$ cat config.mk
export PLATFORM = sky130hd
export DESIGN_NAME = pcb_queue
export DESIGN_NICKNAME = d
export VERILOG_FILES = /design/src/rtl/core/pcb_pkg.sv /design/src/rtl/core/pcb_queue.sv
export SDC_FILE = /design/constraint.sdc
export NUM_CORES = 1
export LEC_CHECK = 0
export BUFFER_PORTS_ARGS = -buffer_cell sky130_fd_sc_hd__buf_2
export CAP_MARGIN = 10
export CORE_UTILIZATION = 56
export CTS_CLUSTER_DIAMETER = 120
export CTS_CLUSTER_SIZE = 16
export DETAILED_ROUTE_END_ITERATION = 16
export GPL_TIMING_DRIVEN = 1
export PLACE_DENSITY = 0.84
export RECOVER_POWER = 100
export SYNTH_ARGS = -nofsm -noshare
export SYNTH_HDL_FRONTEND = slang
export SYNTH_SLANG_ARGS = --single-unit
$ cat constraint.sdc
create_clock -name clk -period 2.6 [get_ports clk]
set_input_delay 0.13 -clock clk [delete_from_list [all_inputs] [get_ports clk]]
set_output_delay 0.13 -clock clk [all_outputs]
set_load 0.1 [all_outputs]
$ cat src/rtl/core/pcb_pkg.sv
// ============================================================================
// pcb_pkg
// Types, constants and the arctangent table of the polar scan binning core.
// ============================================================================
package pcb_pkg;

    localparam int COORD_W    = 20;
    localparam int RANGE_W    = 20;
    localparam int ANGLE_W    = 16;
    localparam int CFG_DATA_W = 20;
    localparam int CFG_IDX_W  = 3;
    localparam int BIN_IDX_W  = 9;
    localparam int ADDR_MAX_W = 12;
    localparam int ATAN_IDX_W = 5;

    localparam logic CMD_POINT = 1'b0;
    localparam logic CMD_READ  = 1'b1;

    // Register indexes of the configuration port.
    localparam logic [CFG_IDX_W-1:0] CFG_Z_FLOOR     = 3'd0;
    localparam logic [CFG_IDX_W-1:0] CFG_Z_CEILING   = 3'd1;
    localparam logic [CFG_IDX_W-1:0] CFG_MIN_RANGE   = 3'd2;
    localparam logic [CFG_IDX_W-1:0] CFG_MAX_RANGE   = 3'd3;
    localparam logic [CFG_IDX_W-1:0] CFG_FIRST_ANGLE = 3'd4;
    localparam logic [CFG_IDX_W-1:0] CFG_LAST_ANGLE  = 3'd5;
    localparam logic [CFG_IDX_W-1:0] CFG_ANGLE_STEP  = 3'd6;
    localparam logic [CFG_IDX_W-1:0] CFG_EMPTY_VALUE = 3'd7;

    // CORDIC gain 0.60725293500888 in Q30.
    localparam logic [29:0] GAIN_Q30 = 30'd652032874;

    typedef struct packed {
        logic                        command;
        logic signed [COORD_W-1:0]   point_x;
        logic signed [COORD_W-1:0]   point_y;
        logic signed [COORD_W-1:0]   point_z;
        logic        [BIN_IDX_W-1:0] bin_index;
    } pcb_in_t;

    typedef struct packed {
        logic [RANGE_W-1:0] range_value;
        logic               bin_hit;
    } pcb_out_t;

    typedef struct packed {
        logic signed [COORD_W-1:0] z_floor;
        logic signed [COORD_W-1:0] z_ceiling;
        logic        [RANGE_W-1:0] min_range;
        logic        [RANGE_W-1:0] max_range;
        logic signed [ANGLE_W-1:0] first_angle;
        logic signed [ANGLE_W-1:0] last_angle;
        logic        [ANGLE_W-1:0] angle_step;
        logic        [RANGE_W-1:0] empty_value;
    } pcb_cfg_t;

    // One operation handed from the front to the back.
    typedef struct packed {
        logic                  is_read;
        logic                  out_of_range;
        logic [ADDR_MAX_W-1:0] addr;
        logic [RANGE_W-1:0]    rng;
    } pcb_op_t;

    localparam pcb_cfg_t CFG_RESET = '{
        z_floor:     -20'sd2000,
        z_ceiling:   20'sd0,
        min_range:   20'd10,
        max_range:   20'd100000,
        first_angle: -16'sd32751,
        last_angle:  16'sd32751,
        angle_step:  16'd182,
        empty_value: 20'd1048575
    };

    // atan(2^-i) with pi = 2^31.
    function automatic logic [29:0] atan_entry(input logic [ATAN_IDX_W-1:0] i);
        logic [29:0] v;
        unique case (i)
            5'd0:    v = 30'd536870912;
            5'd1:    v = 30'd316933406;
            5'd2:    v = 30'd167458907;
            5'd3:    v = 30'd85004756;
            5'd4:    v = 30'd42667331;
            5'd5:    v = 30'd21354465;
            5'd6:    v = 30'd10679838;
            5'd7:    v = 30'd5340245;
            5'd8:    v = 30'd2670163;
            5'd9:    v = 30'd1335087;
            5'd10:   v = 30'd667544;
            5'd11:   v = 30'd333772;
            5'd12:   v = 30'd166886;
            5'd13:   v = 30'd83443;
            5'd14:   v = 30'd41722;
            5'd15:   v = 30'd20861;
            5'd16:   v = 30'd10430;
            5'd17:   v = 30'd5215;
            5'd18:   v = 30'd2608;
            5'd19:   v = 30'd1304;
            5'd20:   v = 30'd652;
            5'd21:   v = 30'd326;
            5'd22:   v = 30'd163;
            5'd23:   v = 30'd81;
            default: v = 30'd0;
        endcase
        return v;
    endfunction

endpackage

$ cat src/rtl/core/pcb_queue.sv
// ============================================================================
// pcb_queue
// Two-entry queue of bin operations between the front and the back.
// ============================================================================
module pcb_queue (
    input  logic             clk,
    input  logic             rst_n,
    input  logic             push,
    input  pcb_pkg::pcb_op_t push_op,
    output logic             full,
    input  logic             pop,
    output pcb_pkg::pcb_op_t pop_op,
    output logic             empty
);

    pcb_pkg::pcb_op_t entry_reg [2];
    logic             wr_ptr_reg, wr_ptr_next;
    logic             rd_ptr_reg, rd_ptr_next;
    logic [1:0]       count_reg, count_next;

    assign full   = (count_reg == 2'd2);
    assign empty  = (count_reg == 2'd0);
    assign pop_op = entry_reg[rd_ptr_reg];

    // Pointer and fill bookkeeping.
    always_comb
    begin
        wr_ptr_next = wr_ptr_reg ^ push;
        rd_ptr_next = rd_ptr_reg ^ pop;
        count_next  = count_reg + {1'b0, push} - {1'b0, pop};
    end

    always_ff @(posedge clk or negedge rst_n)
    begin
        if (!rst_n)
        begin
            wr_ptr_reg <= 1'b0;
            rd_ptr_reg <= 1'b0;
            count_reg  <= 2'd0;
        end
        else
        begin
            wr_ptr_reg <= wr_ptr_next;
            rd_ptr_reg <= rd_ptr_next;
            count_reg  <= count_next;
        end
    end

    // Entry storage.
    always_ff @(posedge clk)
    begin
        if (push)
        begin
            entry_reg[wr_ptr_reg] <= push_op;
        end
    end

endmodule

Word-level counts from Yosys, hierarchy flattened
Memories as Yosys holds them, arrays and structs flattened.
Index checks and enable logic that the tools add are counted.
- flip-flop bits (word level): 4
- memory bits (writable): 68
- input bits: 38
- word-level logic and storage cells: 12
- memories kept: 1
- add/subtract/negate cells: 2
- equal/unequal tests: 1
- muxes and demuxes: 2
- bitwise logic cells: 2
- reduce and logical (&&, ||, !) cells: 1
- memory list (name ; depth ; width ; read ports ; clocked after memory_dff ; wr ports ; line ; source):
    entry_reg ; 2 ; 34 ; 1 ; 0 ; 1 ; pcb_queue.sv:16 ; pcb_pkg::pcb_op_t entry_reg [2];
- operators by type and width (kind ; number):
    $add 2x1->2 ; 1
    $eq 2x2->1 const B ; 1
    $logic_not 2->1 ; 1
    $mux 1 ; 2
    $sub 2x1->2 ; 1
    $xor 1x1->1 ; 2

Longest topological paths before layout
- depth after elaboration: 2
- depth in mapped cells: 5
- depth with buffers taken out: 5

Worst setup path before layout
OpenSTA, ideal clock, no wires.
- kind: register to output
- from: register count_reg[1]
- to: output full
- arrival: 1722 ps
- data required time: 2470 ps
- setup slack: 748 ps
- stages on the path, launching flop included: 2
- cells stage by stage: dfrtp_1 -> nor2b_1
- word-level cells in the longest chain between the ends: 1
- ends and longest elaborated chain (item ; line ; source):
    start, declared ; pcb_queue.sv:19 ; logic [1:0] count_reg, count_next;
    start signal, assigned ; pcb_queue.sv:45 ; count_reg <= count_next;
    $eq 2x2->1 ; pcb_queue.sv:21 ; assign full = (count_reg == 2'd2);
    end, declared ; pcb_queue.sv:10 ; output logic full,
Every way passes these cells.

==> flow_summary.rst <==
.. list-table::
   :header-rows: 1

   * - Metric
     - Value
   * - Status
     - completed
   * - Number of register bits inferred by synthesis
     - 72
   * - Unrepaired setup endpoints after global routing
     - no
   * - Length of the first detailed-routing pass in iterations
     - 4
   * - Final-layout worst hold slack
     - 0.08632 ns
   * - Placed Instance Area
     - 3242 µm²
   * - Clk_lat worst skew
     - 0.33 ns
   * - Fill cell count
     - 289
   * - Number of failing setup endpoints in the final timing report
     - 0
   * - Post-route clock skew
     - 0.003519 ns
   * - Slowest cell on the critical path
     - sky130_fd_sc_hd__dfrtp_1
   * - All-Layer GR Usage
     - 20.50%
   * - CP Launch Type
     - flip-flop
   * - Period Utilization, post-route
     - 87.29%
   * - Part of the Yosys area used for sequential elements
     - 76.16%
   * - Post-route ant nets
     - 0
   * - Most frequent cells in the layout
     - 68 x sky130_fd_sc_hd__edfxtp_1, 36 x sky130_fd_sc_hd__dlygate4sd3_1, 35 x sky130_fd_sc_hd__clkbuf_1
   * - Wire length of the first global-routing pass
     - 7.479 mm
   * - Most common cell after layout, fill and taps aside
     - sky130_fd_sc_hd__edfxtp_1
   * - Number of endpoints with negative hold slack in the final report
     - 0
   * - Top cell type by total area after synthesis
     - sky130_fd_sc_hd__edfxtp_1
   * - Via Count
     - 1,526
   * - Synthesized net count
     - 164
   * - Clock tree root buffer cell
     - sky130_fd_sc_hd__clkbuf_8
   * - Kind of path behind the tightest hold check
     - primary input to flip-flop
   * - Largest stage delay on the critical path
     - 0.82 ns
   * - Worst slew pin tran
     - 1.180 ns
   * - DRC
     - 0
   * - CORE AREA
     - 4786 µm²
   * - Count of synthesis-stage warnings from yosys
     - 0
   * - Clock tree from TritonCTS
     - built
   * - Vert. Die Dim
     - 72.87 µm
   * - Highest fanout seen on the critical path
     - 24
   * - Num CTS Buffers
     - 9
   * - Number of global-route vias before repair
     - 1,582
   * - Number of clock sinks
     - 72
   * - Average size of a mapped cell
     - 23.05 µm²
   * - Half-perimeter wire length of the detailed placement result
     - 2.931 mm
   * - Number of flip-flops under the largest register name
     - 68
   * - Critical path endpoint category
     - output pin
   * - H-tree levels
     - 3
   * - Violation count after the first detailed-route iteration
     - 73
   * - Reg clk slew, reported paths
     - 0.07 ns
   * - Worst slew slack as a fraction of its limit
     - 21.67%
   * - Final RePlAce weighted congestion
     - 0.6448
   * - Setup Total Neg Slack
     - 0 ns
   * - Die X-Extent
     - 72.87 µm
   * - Count of antenna diodes in the layout
     - 0
   * - Final routed wire length divided by cell count
     - 16.03 µm
   * - Synth area leaders
     - sky130_fd_sc_hd__edfxtp_1 73%, sky130_fd_sc_hd__mux2_4 15%, sky130_fd_sc_hd__dfrtp_1 3.6%, sky130_fd_sc_hd__buf_12 2.1%, sky130_fd_sc_hd__mux2_2 2.0%
   * - Maximum buffer depth of the clock tree
     - 2
   * - Largest net degree at the start of global routing
     - 25
   * - Minimum setup slack among reg-to-reg paths
     - 0.79 ns
   * - Category of the critical setup timing path
     - flip-flop to output pin
   * - Antenna violations before repair
     - 0
   * - Data arrival time of the critical path
     - 2.14 ns
   * - Net count of the finished layout
     - 285
   * - Yosys cell types
     - 12
   * - Critical path, cell by cell
     - buf_12, mux2_4, clkbuf_2
   * - Maximum clock frequency
     - 440.6 MHz
   * - Fraction of layout instances using a drive strength above 1
     - 36.99%
   * - Time the worst path needs with I/O delays and setup
     - 2.269 ns
   * - Max-Cap Viols
     - 0
   * - Number of max-slew violations in the final report
     - 0
   * - Number of cells produced by synthesis
     - 122
   * - DR vias/cell
     - 4.875
   * - Synth top area share
     - 72.60%
   * - Wire length after detailed routing
     - 5.016 mm
   * - Floorplan row count
     - 25
   * - Count of pins on the block boundary
     - 74
   * - Mapped cell area
     - 2813 µm²
   * - Floorplan die area
     - 5310 µm²
   * - Overflow left after global routing
     - 0
   * - Number of buffers added on ports
     - 73
   * - Initial cell density of the core
     - 58.77%
   * - Layout Area Growth over Synthesis
     - 32.30%
   * - Required time worst endpoint
     - 2.47 ns
   * - Non-Filler Cell Area, Final
     - 3721 µm²
worst paths after layout:
kind / endpoint / cells past startpoint / start
worst min register to register: count_reg[1] / 1 / count_reg[1]
max in group asynchronous: count_reg[0] / 2 / rst_n
worst min-delay path: count_reg[0] / 2 / push
worst max-delay path: pop_op[7] / 3 / rd_ptr_reg
min in group asynchronous: count_reg[1] / 2 / rst_n
worst max register to register: entry_reg[0][2] / 3 / wr_ptr_reg
worst max-delay path, delay by kind of cell (launching register included):
kind	cells	cell delay (ns)
buf+inv	2	0.67
flops	1	0.82
mux	1	0.31
cell families after synthesis:
| group | share of synthesized area [%] |
|---|---|
| flip-flops | 76.16 |
| AND/OR/NAND/NOR | 0.3559 |
| buffers and inverters | 3.069 |
| adder cells (fa/ha/maj) | 1.779 |
| XOR/XNOR | 1.157 |
| multiplexers | 17.48 |
synth_stat cells:
cell type	instances
sky130_fd_sc_hd__xor3_1	1
sky130_fd_sc_hd__mux2_4	29
sky130_fd_sc_hd__edfxtp_1	68
sky130_fd_sc_hd__buf_12	3
sky130_fd_sc_hd__xor2_1	1
sky130_fd_sc_hd__buf_6	1
sky130_fd_sc_hd__nor2_1	1
sky130_fd_sc_hd__mux2_2	5
sky130_fd_sc_hd__nor2b_1	1
sky130_fd_sc_hd__inv_1	4
sky130_fd_sc_hd__dfrtp_1	4
sky130_fd_sc_hd__ha_1	4
per-stage QoR:
stage          util [%]  worst slack [ns]  cells
6_report          77.75            0.3306    313
5_1_grt           77.75            0.2612    313
4_1_cts           78.90            0.5813    313
3_5_place_dp      67.74            0.9541    263
3_3_place_gp      67.74            0.9881    263
2_1_floorplan         -            0.7480    122
routing by layer:
metal  GRT usage (%)  part of all wire, %
met1           21.59                   38
met2           37.38                   55
met3           7.735                  5.9
met4           7.190                  1.3
met5               0                    0
repair_timing:
item                                   in CTS  in global routing
gates resized for setup                     0                  0
setup endpoints to repair                   0                  0
hold buffers                               36                  0
endpoints found under the hold margin      73                  0
setup buffers                               0                  0
area by class of cell:
cell class	count	area (µm²)	share of cell area (%)
Tap cell	67	83.83	2.253
Clock inverter	5	50.05	1.345
Clock buffer	9	123.9	3.329
Sequential cell	72	2142	57.57
Inverter	4	15.01	0.4035
Multi-Input combinational cell	42	584.3	15.70
Timing Repair Buffer	114	721.9	19.40
Power is not shown: default switching activity piles up to over one toggle a cycle in this logic, so the estimate is an artifact.
