### config.mk
export PLATFORM = sky130hd
export DESIGN_NAME = pcb_front
export DESIGN_NICKNAME = d
export VERILOG_FILES = /design/src/rtl/core/pcb_pkg.sv /design/src/rtl/core/pcb_front.sv
export SDC_FILE = /design/constraint.sdc
export NUM_CORES = 2
export LEC_CHECK = 0
export BUFFER_PORTS_ARGS = -buffer_cell sky130_fd_sc_hd__buf_2
export CORE_MARGIN = 4
export CORE_UTILIZATION = 47
export DETAILED_ROUTE_END_ITERATION = 10
export HOLD_SLACK_MARGIN = 0.05
export SYNTH_ARGS = -nofsm -noshare
export SYNTH_HDL_FRONTEND = slang
export SYNTH_SLANG_ARGS = --single-unit
### constraint.sdc
create_clock -name clk -period 8.4 [get_ports clk]
set_input_delay 0.42 -clock clk [delete_from_list [all_inputs] [get_ports clk]]
set_output_delay 0.42 -clock clk [all_outputs]
set_load 0.005 [all_outputs]
### src/rtl/core/pcb_pkg.sv
// ============================================================================
// pcb_pkg
// Types, constants and the arctangent table of the polar scan binning core.
// ============================================================================
package pcb_pkg;

    localparam int COORD_W    = 20;
    localparam int RANGE_W    = 20;
    localparam int ANGLE_W    = 16;
    localparam int CFG_DATA_W = 20;
    localparam int CFG_IDX_W  = 3;
    localparam int BIN_IDX_W  = 9;
    localparam int ADDR_MAX_W = 12;
    localparam int ATAN_IDX_W = 5;

    localparam logic CMD_POINT = 1'b0;
    localparam logic CMD_READ  = 1'b1;

    // Register indexes of the configuration port.
    localparam logic [CFG_IDX_W-1:0] CFG_Z_FLOOR     = 3'd0;
    localparam logic [CFG_IDX_W-1:0] CFG_Z_CEILING   = 3'd1;
    localparam logic [CFG_IDX_W-1:0] CFG_MIN_RANGE   = 3'd2;
    localparam logic [CFG_IDX_W-1:0] CFG_MAX_RANGE   = 3'd3;
    localparam logic [CFG_IDX_W-1:0] CFG_FIRST_ANGLE = 3'd4;
    localparam logic [CFG_IDX_W-1:0] CFG_LAST_ANGLE  = 3'd5;
    localparam logic [CFG_IDX_W-1:0] CFG_ANGLE_STEP  = 3'd6;
    localparam logic [CFG_IDX_W-1:0] CFG_EMPTY_VALUE = 3'd7;

    // CORDIC gain 0.60725293500888 in Q30.
    localparam logic [29:0] GAIN_Q30 = 30'd652032874;

    typedef struct packed {
        logic                        command;
        logic signed [COORD_W-1:0]   point_x;
        logic signed [COORD_W-1:0]   point_y;
        logic signed [COORD_W-1:0]   point_z;
        logic        [BIN_IDX_W-1:0] bin_index;
    } pcb_in_t;

    typedef struct packed {
        logic [RANGE_W-1:0] range_value;
        logic               bin_hit;
    } pcb_out_t;

    typedef struct packed {
        logic signed [COORD_W-1:0] z_floor;
        logic signed [COORD_W-1:0] z_ceiling;
        logic        [RANGE_W-1:0] min_range;
        logic        [RANGE_W-1:0] max_range;
        logic signed [ANGLE_W-1:0] first_angle;
        logic signed [ANGLE_W-1:0] last_angle;
        logic        [ANGLE_W-1:0] angle_step;
        logic        [RANGE_W-1:0] empty_value;
    } pcb_cfg_t;

    // One operation handed from the front to the back.
    typedef struct packed {
        logic                  is_read;
        logic                  out_of_range;
        logic [ADDR_MAX_W-1:0] addr;
        logic [RANGE_W-1:0]    rng;
    } pcb_op_t;

    localparam pcb_cfg_t CFG_RESET = '{
        z_floor:     -20'sd2000,
        z_ceiling:   20'sd0,
        min_range:   20'd10,
        max_range:   20'd100000,
        first_angle: -16'sd32751,
        last_angle:  16'sd32751,
        angle_step:  16'd182,
        empty_value: 20'd1048575
    };

    // atan(2^-i) with pi = 2^31.
    function automatic logic [29:0] atan_entry(input logic [ATAN_IDX_W-1:0] i);
        logic [29:0] v;
        unique case (i)
            5'd0:    v = 30'd536870912;
            5'd1:    v = 30'd316933406;
            5'd2:    v = 30'd167458907;
            5'd3:    v = 30'd85004756;
            5'd4:    v = 30'd42667331;
            5'd5:    v = 30'd21354465;
            5'd6:    v = 30'd10679838;
            5'd7:    v = 30'd5340245;
            5'd8:    v = 30'd2670163;
            5'd9:    v = 30'd1335087;
            5'd10:   v = 30'd667544;
            5'd11:   v = 30'd333772;
            5'd12:   v = 30'd166886;
            5'd13:   v = 30'd83443;
            5'd14:   v = 30'd41722;
            5'd15:   v = 30'd20861;
            5'd16:   v = 30'd10430;
            5'd17:   v = 30'd5215;
            5'd18:   v = 30'd2608;
            5'd19:   v = 30'd1304;
            5'd20:   v = 30'd652;
            5'd21:   v = 30'd326;
            5'd22:   v = 30'd163;
            5'd23:   v = 30'd81;
            default: v = 30'd0;
        endcase
        return v;
    endfunction

endpackage

### src/rtl/core/pcb_front.sv
// ============================================================================
// pcb_front
// Accepts commands, filters points and runs CORDIC, range scaling and the
// bin division; pushes one bin operation per surviving item into the queue.
// ============================================================================
module pcb_front #(
    parameter int NUM_BINS      = 512,
    parameter int CORDIC_STAGES = 16
) (
    input  logic              clk,
    input  logic              rst_n,
    input  logic              hold,
    input  logic              in_valid,
    output logic              in_stall,
    input  pcb_pkg::pcb_in_t  in_data,
    input  pcb_pkg::pcb_cfg_t cfg,
    output logic              push,
    output pcb_pkg::pcb_op_t  push_op,
    input  logic              q_full
);

    localparam int CNT_W = $clog2(CORDIC_STAGES);
    localparam int AIW   = pcb_pkg::ATAN_IDX_W;
    localparam int AMW   = pcb_pkg::ADDR_MAX_W;

    typedef enum logic [6:0] {
        F_IDLE   = 7'b0000001,
        F_CORDIC = 7'b0000010,
        F_MUL    = 7'b0000100,
        F_CHECK  = 7'b0001000,
        F_DIV    = 7'b0010000,
        F_DONE   = 7'b0100000,
        F_PUSH   = 7'b1000000
    } front_state_t;

    front_state_t       state_reg, state_next;
    logic signed [31:0] x_reg, x_next;
    logic signed [31:0] y_reg, y_next;
    logic signed [33:0] acc_reg, acc_next;
    logic [CNT_W-1:0]   cnt_reg, cnt_next;
    logic               zero_reg, zero_next;
    logic [60:0]        prod_reg, prod_next;
    logic signed [17:0] ang_reg, ang_next;
    logic [15:0]        dist_reg, dist_next;
    logic [15:0]        quo_reg, quo_next;
    logic [16:0]        rem_reg, rem_next;
    logic [3:0]         div_cnt_reg, div_cnt_next;
    pcb_pkg::pcb_op_t   op_reg, op_next;

    logic signed [31:0] xs, ys, dx, dy;
    logic signed [33:0] atan_s, acc_round;
    logic [60:0]        rng_round;
    logic [22:0]        rng_full;
    logic signed [17:0] ang_eff, lo_a, hi_a, d_full;
    logic signed [16:0] span;
    logic [15:0]        step;
    logic [16:0]        trial;
    logic               fits;

    assign in_stall = (state_reg != F_IDLE) || hold;
    assign push     = (state_reg == F_PUSH) && !q_full;
    assign push_op  = op_reg;

    // Shared arithmetic of the CORDIC, range and bin steps.
    always_comb
    begin
        xs        = {{12{in_data.point_x[19]}}, in_data.point_x};
        ys        = {{12{in_data.point_y[19]}}, in_data.point_y};
        dx        = y_reg >>> cnt_reg;
        dy        = x_reg >>> cnt_reg;
        atan_s    = $signed({4'b0, pcb_pkg::atan_entry(AIW'(cnt_reg))});
        acc_round = acc_reg + 34'sd32768;
        rng_round = prod_reg + (61'd1 << 37);
        rng_full  = zero_reg ? 23'd0 : rng_round[60:38];
        ang_eff   = zero_reg ? 18'sd0 : ang_reg;
        lo_a      = {{2{cfg.first_angle[15]}}, cfg.first_angle};
        hi_a      = {{2{cfg.last_angle[15]}}, cfg.last_angle};
        d_full    = ang_eff - lo_a;
        span      = {cfg.last_angle[15], cfg.last_angle}
                    - {cfg.first_angle[15], cfg.first_angle};
        step      = (cfg.angle_step == 16'd0) ? 16'd1 : cfg.angle_step;
        trial     = {rem_reg[15:0], quo_reg[15]};
        fits      = (32'(quo_reg) < NUM_BINS)
                    && !(({1'b0, dist_reg} == span) && (rem_reg == 17'd0));
    end

    // Sequencer of one item.
    always_comb
    begin
        state_next   = state_reg;
        x_next       = x_reg;
        y_next       = y_reg;
        acc_next     = acc_reg;
        cnt_next     = cnt_reg;
        zero_next    = zero_reg;
        prod_next    = prod_reg;
        ang_next     = ang_reg;
        dist_next    = dist_reg;
        quo_next     = quo_reg;
        rem_next     = rem_reg;
        div_cnt_next = div_cnt_reg;
        op_next      = op_reg;
        unique case (state_reg)
            F_IDLE:
            begin
                if (in_valid && !hold)
                begin
                    if (in_data.command == pcb_pkg::CMD_READ)
                    begin
                        op_next.is_read      = 1'b1;
                        op_next.out_of_range = 32'(in_data.bin_index) >= NUM_BINS;
                        op_next.addr         = AMW'(in_data.bin_index);
                        op_next.rng          = '0;
                        state_next           = F_PUSH;
                    end
                    else if ((in_data.point_z <= cfg.z_ceiling)
                             && (in_data.point_z >= cfg.z_floor))
                    begin
                        zero_next = (xs == 32'sd0) && (ys == 32'sd0);
                        if (xs < 32'sd0)
                        begin
                            x_next   = (-xs) <<< 8;
                            y_next   = (-ys) <<< 8;
                            acc_next = (ys >= 32'sd0) ? 34'sd2147483648
                                                      : -34'sd2147483648;
                        end
                        else
                        begin
                            x_next   = xs <<< 8;
                            y_next   = ys <<< 8;
                            acc_next = 34'sd0;
                        end
                        cnt_next   = '0;
                        state_next = F_CORDIC;
                    end
                end
            end
            F_CORDIC:
            begin
                // One rotation toward the x axis per cycle.
                if (y_reg < 32'sd0)
                begin
                    x_next   = x_reg - dx;
                    y_next   = y_reg + dy;
                    acc_next = acc_reg - atan_s;
                end
                else
                begin
                    x_next   = x_reg + dx;
                    y_next   = y_reg - dy;
                    acc_next = acc_reg + atan_s;
                end
                cnt_next = cnt_reg + 1'b1;
                if (cnt_reg == CNT_W'(CORDIC_STAGES - 1))
                begin
                    state_next = F_MUL;
                end
            end
            F_MUL:
            begin
                prod_next  = 61'(x_reg[30:0]) * 61'(pcb_pkg::GAIN_Q30);
                ang_next   = acc_round[33:16];
                state_next = F_CHECK;
            end
            F_CHECK:
            begin
                // Range and bearing windows.
                if ((rng_full > {3'b0, cfg.max_range}) || (rng_full < {3'b0, cfg.min_range})
                    || (ang_eff > hi_a) || (ang_eff < lo_a))
                begin
                    state_next = F_IDLE;
                end
                else
                begin
                    op_next.is_read      = 1'b0;
                    op_next.out_of_range = 1'b0;
                    op_next.rng          = rng_full[19:0];
                    dist_next            = d_full[15:0];
                    quo_next             = d_full[15:0];
                    rem_next             = '0;
                    div_cnt_next         = '0;
                    state_next           = F_DIV;
                end
            end
            F_DIV:
            begin
                // Restoring division, one quotient bit per cycle.
                if (trial >= {1'b0, step})
                begin
                    rem_next = trial - {1'b0, step};
                    quo_next = {quo_reg[14:0], 1'b1};
                end
                else
                begin
                    rem_next = trial;
                    quo_next = {quo_reg[14:0], 1'b0};
                end
                div_cnt_next = div_cnt_reg + 1'b1;
                if (div_cnt_reg == 4'd15)
                begin
                    state_next = F_DONE;
                end
            end
            F_DONE:
            begin
                op_next.addr = quo_reg[AMW-1:0];
                state_next   = fits ? F_PUSH : F_IDLE;
            end
            F_PUSH:
            begin
                if (!q_full)
                begin
                    state_next = F_IDLE;
                end
            end
            default:
            begin
                state_next = F_IDLE;
            end
        endcase
    end

    // Control state.
    always_ff @(posedge clk or negedge rst_n)
    begin
        if (!rst_n)
        begin
            state_reg <= F_IDLE;
        end
        else
        begin
            state_reg <= state_next;
        end
    end

    // Datapath registers.
    always_ff @(posedge clk)
    begin
        x_reg       <= x_next;
        y_reg       <= y_next;
        acc_reg     <= acc_next;
        cnt_reg     <= cnt_next;
        zero_reg    <= zero_next;
        prod_reg    <= prod_next;
        ang_reg     <= ang_next;
        dist_reg    <= dist_next;
        quo_reg     <= quo_next;
        rem_reg     <= rem_next;
        div_cnt_reg <= div_cnt_next;
        op_reg      <= op_next;
    end

endmodule

* Word-level counts from Yosys, hierarchy flattened *
Memories as Yosys holds them, arrays and structs flattened. A register that Yosys moved wholly into a read port is not among the register bits.
Index checks and enable logic that the tools add are counted.

storage, ports and cells
  bits in writable memories = 0
  ROM bits = 480
  bits of input ports = 223
  logic and storage cells = 147
  memories = 1
  bits in latches = 0
  output and inout bits = 36
  flip-flop bits (word level) = 275

cells by class
  $mul = 1
  shifts and indexed selects = 2
  reductions and logical operators = 28
  order comparisons = 11
  div/mod/pow operators = 0
  bitwise logic cells = 2
  equal/unequal tests = 20
  $add $sub $neg = 15
  mux-type cells = 51

memories
  memory            depth  bits a word  read ports  clocked after memory_dff  wr ports  RTL line       source
  (name not given)  16     30           1           1                         0         pcb_pkg.sv:78  unique case (i)

operators by type and width
  operator                                                      count
  two-way mux 32 bit                                            10
  two-way mux 34 bit                                            8
  one-hot mux 32 bit (2 select lines)                           2
  one-hot mux 34 bit (2 select lines)                           1
  adder 32 bit                                                  2
  zero test 32 bit                                              2
  >>> shifter 32 x 4 -> 32 bit                                  2
  subtractor 32 bit                                             2
  adder 61 x 38 -> 61 bit (second input constant)               1
  multiplier 31 x 29 -> 60 bit (second input constant)          1
  two-way mux 7 bit                                             7
  one-hot mux 7 bit (7 select lines)                            1
  negation 20 -> 24 bit                                         2
  one-hot mux 20 bit (2 select lines)                           1
  adder 34 x 17 -> 34 bit (second input constant)               1
  adder 34 x 31 -> 34 bit                                       1
  two-way mux 17 bit                                            2
  one-hot mux 17 bit (2 select lines)                           1
  subtractor 34 x 31 -> 34 bit                                  1
  less-than comparator 32 x 1 -> 1 bit (second input constant)  1
  two-way mux 16 bit                                            2
  one-hot mux 16 bit (2 select lines)                           1
  one-hot mux 12 bit (2 select lines)                           1
  > comparator 23 x 20 -> 1 bit                                 1
  other kinds (45)                                              76

* Longest topological paths before layout *
  word-level depth = 8
  gate-level depth with buffers = 28
  depth with buffers taken out = 26

* Least setup slack after synthesis *
No wires, ideal clock.

  path kind = register to register
  start = register x_reg[8]
  end = register prod_reg[60], data pin
  stages on the path, launching flop included = 26
  arrival = 7,147 ps
  path slack = 992 ps
  data required time = 8,139 ps
  clock period less this slack = 7,408 ps
  cell sequence = edfxtp_1 > inv_1 > fa_1 > fa_1 > inv_1 > fa_1 > inv_1 > fa_1 > inv_1 > fa_1 > fa_1 > fa_1 > inv_1 > fa_1 > inv_1 > ha_1 > nand2_1 > nor2_1 > nor4_1 > nand2_1 > a211oi_1 > o21ai_0 > o21ba_2 > a41o_1 > a41o_1 > a311o_1

on the way
  cells in the longest elaborated chain, start to end = 1

RTL lines
  element                       RTL line          source
  start, declared               pcb_front.sv:37   logic signed [31:0] x_reg, x_next;
  start signal, assigned        pcb_front.sv:239  x_reg <= x_next;
  multiplier 31 x 29 -> 60 bit  pcb_front.sv:161  prod_next = 61'(x_reg[30:0]) * 61'(pcb_pkg::GAIN_Q30);
  end signal, assigned          pcb_front.sv:244  prod_reg <= prod_next;
  end, declared                 pcb_front.sv:42   logic [60:0] prod_reg, prod_next;

Every way passes these cells.
A chain may end at the register's enable or synchronous reset.

* Worst setup path in the final report *
  start = register x_reg[18]
  end = register prod_reg[60], data pin

The elaborated chain is that of the path after synthesis.

==> flow_summary_export.csv <==
group,metric,value,unit
synthesis,avgSynthCellArea,9.42,um2
critical_path,path_buf_inv,6,
cts,cts_max_level,2,
critical_path,rr_worst_depth,26,
critical_path,crit_type,"flop to flop",
timing,tightest_slew,1.16,ns
timing,fin_skew,0.0202,ns
cells_and_area,areaGrowthSynthToFinish,9.23,%
route,vias,33100,
floorplan,fp-row-count,110,
worst_hold_path,hold-path-endpoint,"push_op[21]",
worst_hold_path,hp-class,"input port to flop",
synthesis,synth_async_sr_flop_share,2.61,%
critical_path,r2r-end,"prod_reg[60]",
place,dp_hpwl,95.4,mm
global_routing,grt-ovfl-total,0,
cells_and_area,largest_reg_flops,34,
synthesis,synth.most_common_cell,"inv_1",
critical_path,cp_top_family,"adder cells",
cells_and_area,antennaDiodeCount,0,
synthesis,synth.distinct_cells,87,
worst_hold_path,min_path_cells,2,
cells_and_area,fillers,8335,
route,vias_per_cell,5.51,
floorplan,die_x,311,um
power_and_ir_drop,p_comb_share,78.4,%
critical_path,crit_path_frequent_cell,"fa_1",
global_routing,grt_pass1_vias,33400,
timing,slew_headroom,22.3,%
place,gp_congestion,0.935,
synthesis,syn_area,43100,um2
timing,final-setup-viol-count,0,
synthesis,yosysTopAreaCellShare,20.8,%
power_and_ir_drop,p_clk_share,10.1,%
cts,clock_path_buffers,3,
timing,fmax,124,MHz
synthesis,synthesis.instances,4574,
power_and_ir_drop,p_leak,22.5,nW
power_and_ir_drop,switching_power,7.67,mW
outcome,status,"complete, no violations",
worst_hold_path,hold_start,"in_data[1]",
floorplan,die-area,96500,um2
timing,rsz0062_at_grt,"no",
job,cap_violations,0,
place,port_buffers,237,
cts,numClockSinks,268,
critical_path,cp_data_arrival_time,8.51,ns
route,drc_errors,0,
route,ant_nets,0,
cts,insertion_delay,0.56,ns
global_routing,grt_max_degree,118,
synthesis,ys_ff_latch,268,
power_and_ir_drop,swShare,48.6,%
synthesis,yosys_warnings,0,
floorplan,fp.dieH,311,um
floorplan,core,90400,um2
cts,root_buffer,"clkbuf_16",
cts,cts_tree,"built",
power_and_ir_drop,internal_power,8.13,mW
critical_path,cpPeakStageDelay,0.58,ns
cts,cts_resized,0,
power_and_ir_drop,power.density,336,nW/um2
global_routing,grt_first_pass_wirelength,181,mm
cells_and_area,final_cells,6011,
place,dp.cells,5936,
cells_and_area,layout-drive-gt1-share,10.7,%
timing,period_minus_slack,8.07,ns
power_and_ir_drop,ir_worst_vdd,0.693,mV
critical_path,crit_path_end_kind,"flop",
synthesis,synth_top_area_cell,"fa_1",
cts,cts.reportedPaths.clkPinSlew,0.06,ns
critical_path,cp.required,8.84,ns
timing,slew_viol_final,0,
global_routing,track_usage,23.3,%
critical_path,path_max_fanout,7,
floorplan,ios,259,
timing,hold_viol_final,0,
cts,cts_made_buffers,36,
route,routed_wl,114,mm
timing,tns,0,ns
synthesis,synth-seq-area-share,17.9,%
route,drtPass1Iterations,5,
synthesis,synth-main-ff-cell,"edfxtp_1",
cells_and_area,fin_nets,6084,
synthesis,synth_nets,5850,
critical_path,r2r_slack,0.33,ns
critical_path,crit_path_top_delay_cell,"fa_1",
route,drtIter0Drc,2169,
synthesis,synth_common_cells,"inv_1, ha_1, fa_1, nand2_1, nor2_1",
global_routing,antenna_found_initial,2,
synthesis,ys_top_cells_by_area,"fa_1, ha_1, edfxtp_1",
critical_path,crit_path_start_kind,"flop",
critical_path,r2r-start,"x_reg[18]",
power_and_ir_drop,p_seq_share,11.5,%
timing,period_share,96.1,%
floorplan,start_util,47.6,%
synthesis,synth-edff-count,231,
route,wl_per_cell,18.9,um
-- layout make-up --
type | count | area, um2 | area share, %
tap | 1176 | 1470 | 3.13
timing repair buffer | 307 | 1750 | 3.72
multi-input combinational | 3382 | 31800 | 67.7
clock buffer | 48 | 993 | 2.11
clock inverter | 17 | 220 | 0.468
inverter | 813 | 3050 | 6.49
sequential | 268 | 7710 | 16.4
-- placed cells by master (no fill, tap or decap), types with 23 or more instances in the layout --
cell type / instances
nand2_1: 304
fa_1: 447
inv_1: 812
o31ai_1: 23
nor3_1: 98
a31oi_1: 43
nand2b_1: 39
buf_2: 237
o21ai_0: 192
a211oi_1: 29
nand4_1: 40
nand3_1: 78
mux2_2: 35
xor2_1: 111
ha_1: 606
buf_4: 66
edfxtp_1: 231
clkbuf_16: 36
a21o_1: 86
nor2_1: 282
mux4_2: 67
a21oi_1: 238
nor4_1: 28
and2_1: 28
and3_1: 29
o21a_1: 25
dfxtp_1: 30
mux2i_1: 52
xnor2_1: 188
nor2b_1: 56
-- kinds of logic after synthesis --
| kind of cell | synth area share, % |
|---|---|
| AND/OR/NAND/NOR | 11.8 |
| adder cells (fa/ha/maj) | 38.4 |
| buffers and inverters | 8.22 |
| AO/OA/AOI/OAI | 11.9 |
| XOR/XNOR | 6.08 |
| flip-flops | 17.9 |
| multiplexers | 5.69 |
| other | 0.00871 |
-- per-stage QoR --
stage	power (mW)	cell area, um2	worst slack (ns)	util, %	hold WS, ns
floorplan	11.1	43100	0.992	-	0.124
global placement	14.2	45700	0.402	50.6	0.260
detailed placement	14.2	45700	0.380	50.6	0.267
CTS	16.0	47000	0.349	51.9	0.134
global route	17.8	47000	0.0247	52.0	0.160
finish	15.8	47000	0.331	52.0	0.170
-- worst max path at each step --
stage	start	to	slack, ns	depth (start not counted)
2_1_floorplan	x_reg[8]	prod_reg[60]	0.99	25
3_3_place_gp	x_reg[4]	prod_reg[60]	0.40	26
3_5_place_dp	x_reg[12]	prod_reg[60]	0.38	25
4_1_cts	x_reg[17]	prod_reg[59]	0.35	23
5_1_grt	x_reg[18]	prod_reg[60]	0.02	26
6_report	x_reg[18]	prod_reg[60]	0.33	26
-- layer usage --
layer  wire length [um]  up-vias  global-route usage (%)
met5                 13        -                       0
met4               3140        2                    5.93
met3               6430      145                    3.64
met2              52700      795                    38.4
met1              51400    16000                    32.4
li1                   -    16100                       -
-- worst register-to-register path, cell delays in order, from the launching register on --
cell	delay, ns
edfxtp_1	0.55
buf_4	0.25
ha_1	0.40
inv_1	0.09
fa_1	0.52
fa_1	0.46
fa_1	0.53
inv_1	0.06
fa_1	0.47
fa_1	0.49
fa_1	0.58
inv_1	0.07
fa_1	0.50
inv_1	0.04
ha_1	0.34
a21oi_1	0.23
a31oi_1	0.12
o211ai_1	0.27
a21oi_1	0.18
o21ai_0	0.37
o21ai_0	0.18
o21ba_2	0.23
a41o_1	0.25
a41o_1	0.26
buf_4	0.14
nor4_1	0.19
a311o_1	0.15
-- power groups by stage --
stage / Sequential [mW] / Clock [mW] / Combinational [mW]
after global routing: 1.82 / 1.69 / 14.3
after global placement: 1.84 / 0 / 12.3
after detailed placement: 1.84 / 0 / 12.4
after CTS: 1.81 / 1.64 / 12.5
after floorplan: 1.83 / 0 / 9.30
final: 1.81 / 1.59 / 12.4
-- timing repair --
item,4_1_cts,5_1_grt
hold endpoints to repair,7,0
hold buffers,1,0
buffers inserted,0,9
endpoints found under the setup margin,0,2
Note: power is estimated with default switching activity, not from simulation.
